--- src/rtl/qvt_pkg.sv ---
// Shared types, constants and the sine table generator for the quad vertex transform.
package qvt_pkg;

	localparam int SINE_ENTRIES_DEF = 256;
	localparam int SINE_W = 15;
	localparam int ANGLE_FRAC_W = 14;
	localparam int ANGLE_ROUND = 8192;
	localparam int ROUND_BIT = 16;
	localparam longint unsigned HALF_PI_Q30 = 64'd1686629713;
	localparam longint unsigned TAYLOR_DIV [1:10] =
		'{64'd6, 64'd20, 64'd42, 64'd72, 64'd110, 64'd156, 64'd210, 64'd272, 64'd342, 64'd420};

	typedef struct packed {
		logic signed [31:0] center_x;
		logic signed [31:0] center_y;
		logic signed [31:0] center_z;
		logic [15:0]        turn_angle;
		logic signed [31:0] width;
		logic signed [31:0] height;
		logic signed [31:0] u_low;
		logic signed [31:0] v_low;
		logic signed [31:0] u_high;
		logic signed [31:0] v_high;
		logic [31:0]        rgba;
		logic [7:0]         texture_slot;
	} sprite_t;

	// geometry needed by the transform math
	typedef struct packed {
		logic signed [31:0] px;
		logic signed [31:0] py;
		logic [15:0]        angle;
		logic signed [31:0] w;
		logic signed [31:0] h;
	} geo_t;

	// per-corner fields that ride along unchanged
	typedef struct packed {
		logic signed [31:0] z;
		logic signed [31:0] u;
		logic signed [31:0] v;
		logic [31:0]        rgba;
		logic [7:0]         tex;
		logic [1:0]         corner;
	} pass_t;

	// signed Q1.15 factors with the corner signs folded in
	typedef struct packed {
		logic signed [15:0] cw;
		logic signed [15:0] sh;
		logic signed [15:0] sw;
		logic signed [15:0] ch;
	} factor_t;

	// Q30 Taylor series for sin(x), rounded to Q1.15, clamped below 1.0
	function automatic logic [SINE_W-1:0] sine_q15(input longint unsigned x);
		longint unsigned x2;
		longint unsigned term;
		longint unsigned pos;
		longint unsigned neg;
		longint unsigned r;
		x2 = (x * x) >> 30;
		term = x;
		pos = x;
		neg = 64'd0;
		for (int i = 1; i <= 10; i++) begin
			term = ((term * x2) >> 30) / TAYLOR_DIV[i];
			if (i % 2 == 1)
				neg = neg + term;
			else
				pos = pos + term;
		end
		r = (pos > neg) ? (pos - neg) : 64'd0;
		r = (r + 64'd16384) >> 15;
		if (r > 64'd32767)
			r = 64'd32767;
		return SINE_W'(r);
	endfunction

endpackage

--- src/rtl/qvt_corner_seq.sv ---
// Holds one sprite and issues its four corners, one per transfer.
module qvt_corner_seq (
	input  logic            clk,
	input  logic            arst_n,
	input  logic            sprite_valid,
	output logic            sprite_stall,
	input  qvt_pkg::sprite_t sprite,
	output logic            dn_valid,
	input  logic            dn_ready,
	output qvt_pkg::geo_t   dn_geo,
	output qvt_pkg::pass_t  dn_pass
);
	import qvt_pkg::*;

	sprite_t    sprite_q;
	logic       busy_q;
	logic [1:0] corner_q;
	logic       issue;
	logic       take;

	assign issue = busy_q && dn_ready;
	assign sprite_stall = busy_q && !(dn_ready && corner_q == 2'd3);
	assign take = sprite_valid && !sprite_stall;

	always_ff @(posedge clk or negedge arst_n) begin
		if (!arst_n) begin
			busy_q <= 1'b0;
			corner_q <= 2'd0;
		end else if (take) begin
			busy_q <= 1'b1;
			corner_q <= 2'd0;
		end else if (issue) begin
			corner_q <= corner_q + 2'd1;
			if (corner_q == 2'd3)
				busy_q <= 1'b0;
		end
	end

	always_ff @(posedge clk) begin
		if (take)
			sprite_q <= sprite;
	end

	assign dn_valid = busy_q;

	always_comb begin
		dn_geo.px = sprite_q.center_x;
		dn_geo.py = sprite_q.center_y;
		dn_geo.angle = sprite_q.turn_angle;
		dn_geo.w = sprite_q.width;
		dn_geo.h = sprite_q.height;
		dn_pass.z = sprite_q.center_z;
		// right corners are 1 and 2, top corners are 2 and 3
		dn_pass.u = (corner_q[0] ^ corner_q[1]) ? sprite_q.u_high : sprite_q.u_low;
		dn_pass.v = corner_q[1] ? sprite_q.v_high : sprite_q.v_low;
		dn_pass.rgba = sprite_q.rgba;
		dn_pass.tex = sprite_q.texture_slot;
		dn_pass.corner = corner_q;
	end

endmodule

--- config.mk ---
export PLATFORM = sky130hd
export DESIGN_NAME = qvt_corner_seq
export DESIGN_NICKNAME = d
export VERILOG_FILES = /design/src/rtl/qvt_pkg.sv /design/src/rtl/qvt_corner_seq.sv
export SDC_FILE = /design/constraint.sdc
export NUM_CORES = 1
export LEC_CHECK = 0
export ABC_CLOCK_PERIOD_IN_PS = 18300
export BUFFER_PORTS_ARGS = -buffer_cell sky130_fd_sc_hd__buf_2
export CAP_MARGIN = 20
export CORE_AREA = 2 2 242 244
export DETAILED_ROUTE_END_ITERATION = 12
export DIE_AREA = 0 0 244 246
export SLEW_MARGIN = 10
export SYNTH_ARGS = -nofsm -noshare
export SYNTH_HDL_FRONTEND = slang
export SYNTH_SLANG_ARGS = --single-unit
--- constraint.sdc ---
create_clock -name clk -period 18.3 [get_ports clk]
set_input_delay 3.66 -clock clk [delete_from_list [all_inputs] [get_ports clk]]
set_output_delay 3.66 -clock clk [all_outputs]
set_load 0.005 [all_outputs]
==> flow_summary.toml <==
[route]
top_layer = "met5"
dr_wl_met3_um = 3060
finalWirelength_um = 30600
drtIter0Drc = 225
ant_nets = 0
first_pass_iters = 4
routed_via_density = 3.54
wl_met2_um = 15600
wire_per_inst_um = 16.2
drcViolationCount = 0
wl_met1_um = 11100
vias = 6724

[place]
place_congestion = 0.774
pre_cts_ws_ns = 10.40
place_area_um2 = 15600
port_buffers = 631
placed_cells_incl_taps = 1827
dp.final_hpwl_um = 23400

[clocking]
clock-sinks = 347
cts_hold_buf = 0
clk_pin_slew_worst_paths_ns = 0.05
cts_tree = "yes"
cts.path.max_buffers = 3
cts_buffers = 39
worstSkewPairLatency_ns = 0.53
cts_resized = 0
cts-htree-levels = 2
cts_setup_buffers = 0
clock-root-buffer = "clkbuf_16"

[timing]
fin_ws_ns = 10.42
tns_ns = 0
setup_viol = 0
finClkSkew_ns = 0.00941
whs_ns = 0.594
maxSlewViolCount = 0
hold_viol = 0
worst_slew_pin_slew_ns = 1.04
relSlewSlack = 0.310
finalCriticalPeriod_ns = 7.88
rsz0062_at_grt = "no"
fin_crit_sh = 0.431
fmax_mhz = 127

[setup_path]
required_ns = 14.64
cp-end-kind = "primary output"
ff2ff_setup_slack_ns = 14.85
crit_type = "input port to primary output"
critPathLaunch = "dn_ready"
r2r_start = "corner_q[0]"
cp_cell_sequence = "buf_2 -> a21boi_2 -> buf_2"
slowest_stage = "a21boi_2"
cp_data_arrival_time_ns = 4.22
reg2regPathDepth = 6
cp_common_cell = "buf_2"
cp-start-kind = "input port"
max_stage_delay_ns = 0.25
worstSetupEndpoint = "sprite_stall"
cp_max_fo = 5
timing.rr.end = "sprite_q[73]"

[yosys]
synth_top_area_frac = 0.783
ys_warn_count = 0
netlist_area_um2 = 13200
synth.avg_cell_area_um2 = 20.3
synthCells = 649
ys_top_cells_by_area = "edfxtp_1 (78%), buf_4 (12%), mux2_4 (6.6%), buf_12 (0.91%), dfrtp_1 (0.57%)"
yosys.area.top_type = "edfxtp_1"
ys_seq_elements = 347
syn_nets = 998
synthDistinctLibCells = 17
ys_seq_area_frac = 0.788

[layout]
fillers = 5757
syn_to_final_growth_pct = 27.5
fin_util = 0.293
stdcell_count = 1897
final_area_um2 = 16800
multiInputGateArea_um2 = 1050
drive_gt1_frac = 0.669
final_nets = 1452
ff_latch_area_um2 = 10400

[floorplan]
io_pins = 632
start_util = 0.230
coreArea_um2 = 57400
die_w_um = 244
dieArea_um2 = 60000
num_rows = 88
fp.dieH_um = 246

[run]
maxCapViolations = 0

[power_and_ir_drop]
irDropWorstVdd_v = 0.0000931
finalPower_mw = 2.18
powerDensity_nw_per_um2 = 130
p_leak_nw = 6.79

[status]
status = "finished, final reports clean"

[global_routing]
track_usage = 0.0945
antenna_found_initial = 7
overflow = 0
grt_pass1_wl_um = 42100
grt_pass1_vias = 6926
grt_max_degree = 83

[min_path]
worstHoldStart = "corner_q[0]"
hold_path.class = "flip-flop to flip-flop"
## worst max-delay path, delay by kind of cell
family	cells	cell delay, ns
AOI/OAI and AO/OA	1	0.25
buffers and inverters	2	0.31
## area by class of cell
| cell class | count | share of cell area |
|---|---|---|
| Antenna cell | 1 | 0.000149 |
| Clock buffer | 56 | 0.0649 |
| Clock inverter | 13 | 0.00699 |
| Multi-Input combinational cell | 78 | 0.0622 |
| Sequential cell | 347 | 0.618 |
| Tap cell | 765 | 0.0569 |
| Timing Repair Buffer | 637 | 0.190 |
## registers in the layout, indices dropped and copies added (netlist names)
register and count:
corner_q 2, dn_geo 144, dn_pass 72, dn_valid 1, sprite_q 128
## how the worst min path moves through the flow
stage | end | slack (ns) | cells after the start
2_1_floorplan | corner_q[0] | 0.50 | 1
3_3_place_gp | corner_q[0] | 0.56 | 1
3_5_place_dp | corner_q[0] | 0.59 | 1
4_1_cts | corner_q[0] | 0.59 | 1
5_1_grt | corner_q[0] | 0.66 | 1
6_report | corner_q[0] | 0.59 | 1
## cells in the mapped netlist
master and count:
buf_12 6, nand4_1 1, a21boi_2 1, or2_2 1, dfrtp_1 3, mux2_2 6, mux2_4 58, nor2b_1 2
o21ai_0 2, buf_4 216, nor2_1 1, edfxtp_1 344, ha_1 1, buf_6 2, nand2_1 3, nand3_1 1
mux2i_1 1
## logic make-up after synthesis
kind of cell | synth area share
buf+inv | 0.134
simple gates | 0.00341
flops | 0.788
compound gates | 0.00161
fa+ha+maj | 0.000948
mux | 0.0719
## metal layers
metal	vias up	global-route usage
li1	3091	-
met1	3203	0.101
met2	357	0.164
met3	63	0.0419
met4	10	0.0357
met5	-	0
## where the power goes
group          switching (mW)  internal, mW
clock network           0.298         0.443
logic                   0.214         0.224
registers              0.0233         0.982
total                   0.536          1.65
## cells in the final DEF, fill, tap and decap left out, drive strengths merged
master,instances
buf,637
edfxtp,344
mux2,64
clkbuf,56
clkinv,10
nand2,3
dfrtp,3
o21ai,2
bufinv,2
nor2b,2
diode,1
a21boi,1
nand3,1
nor2,1
or2,1
nand4,1
mux2i,1
ha,1
inv,1
(Power assumes the default switching activity.)
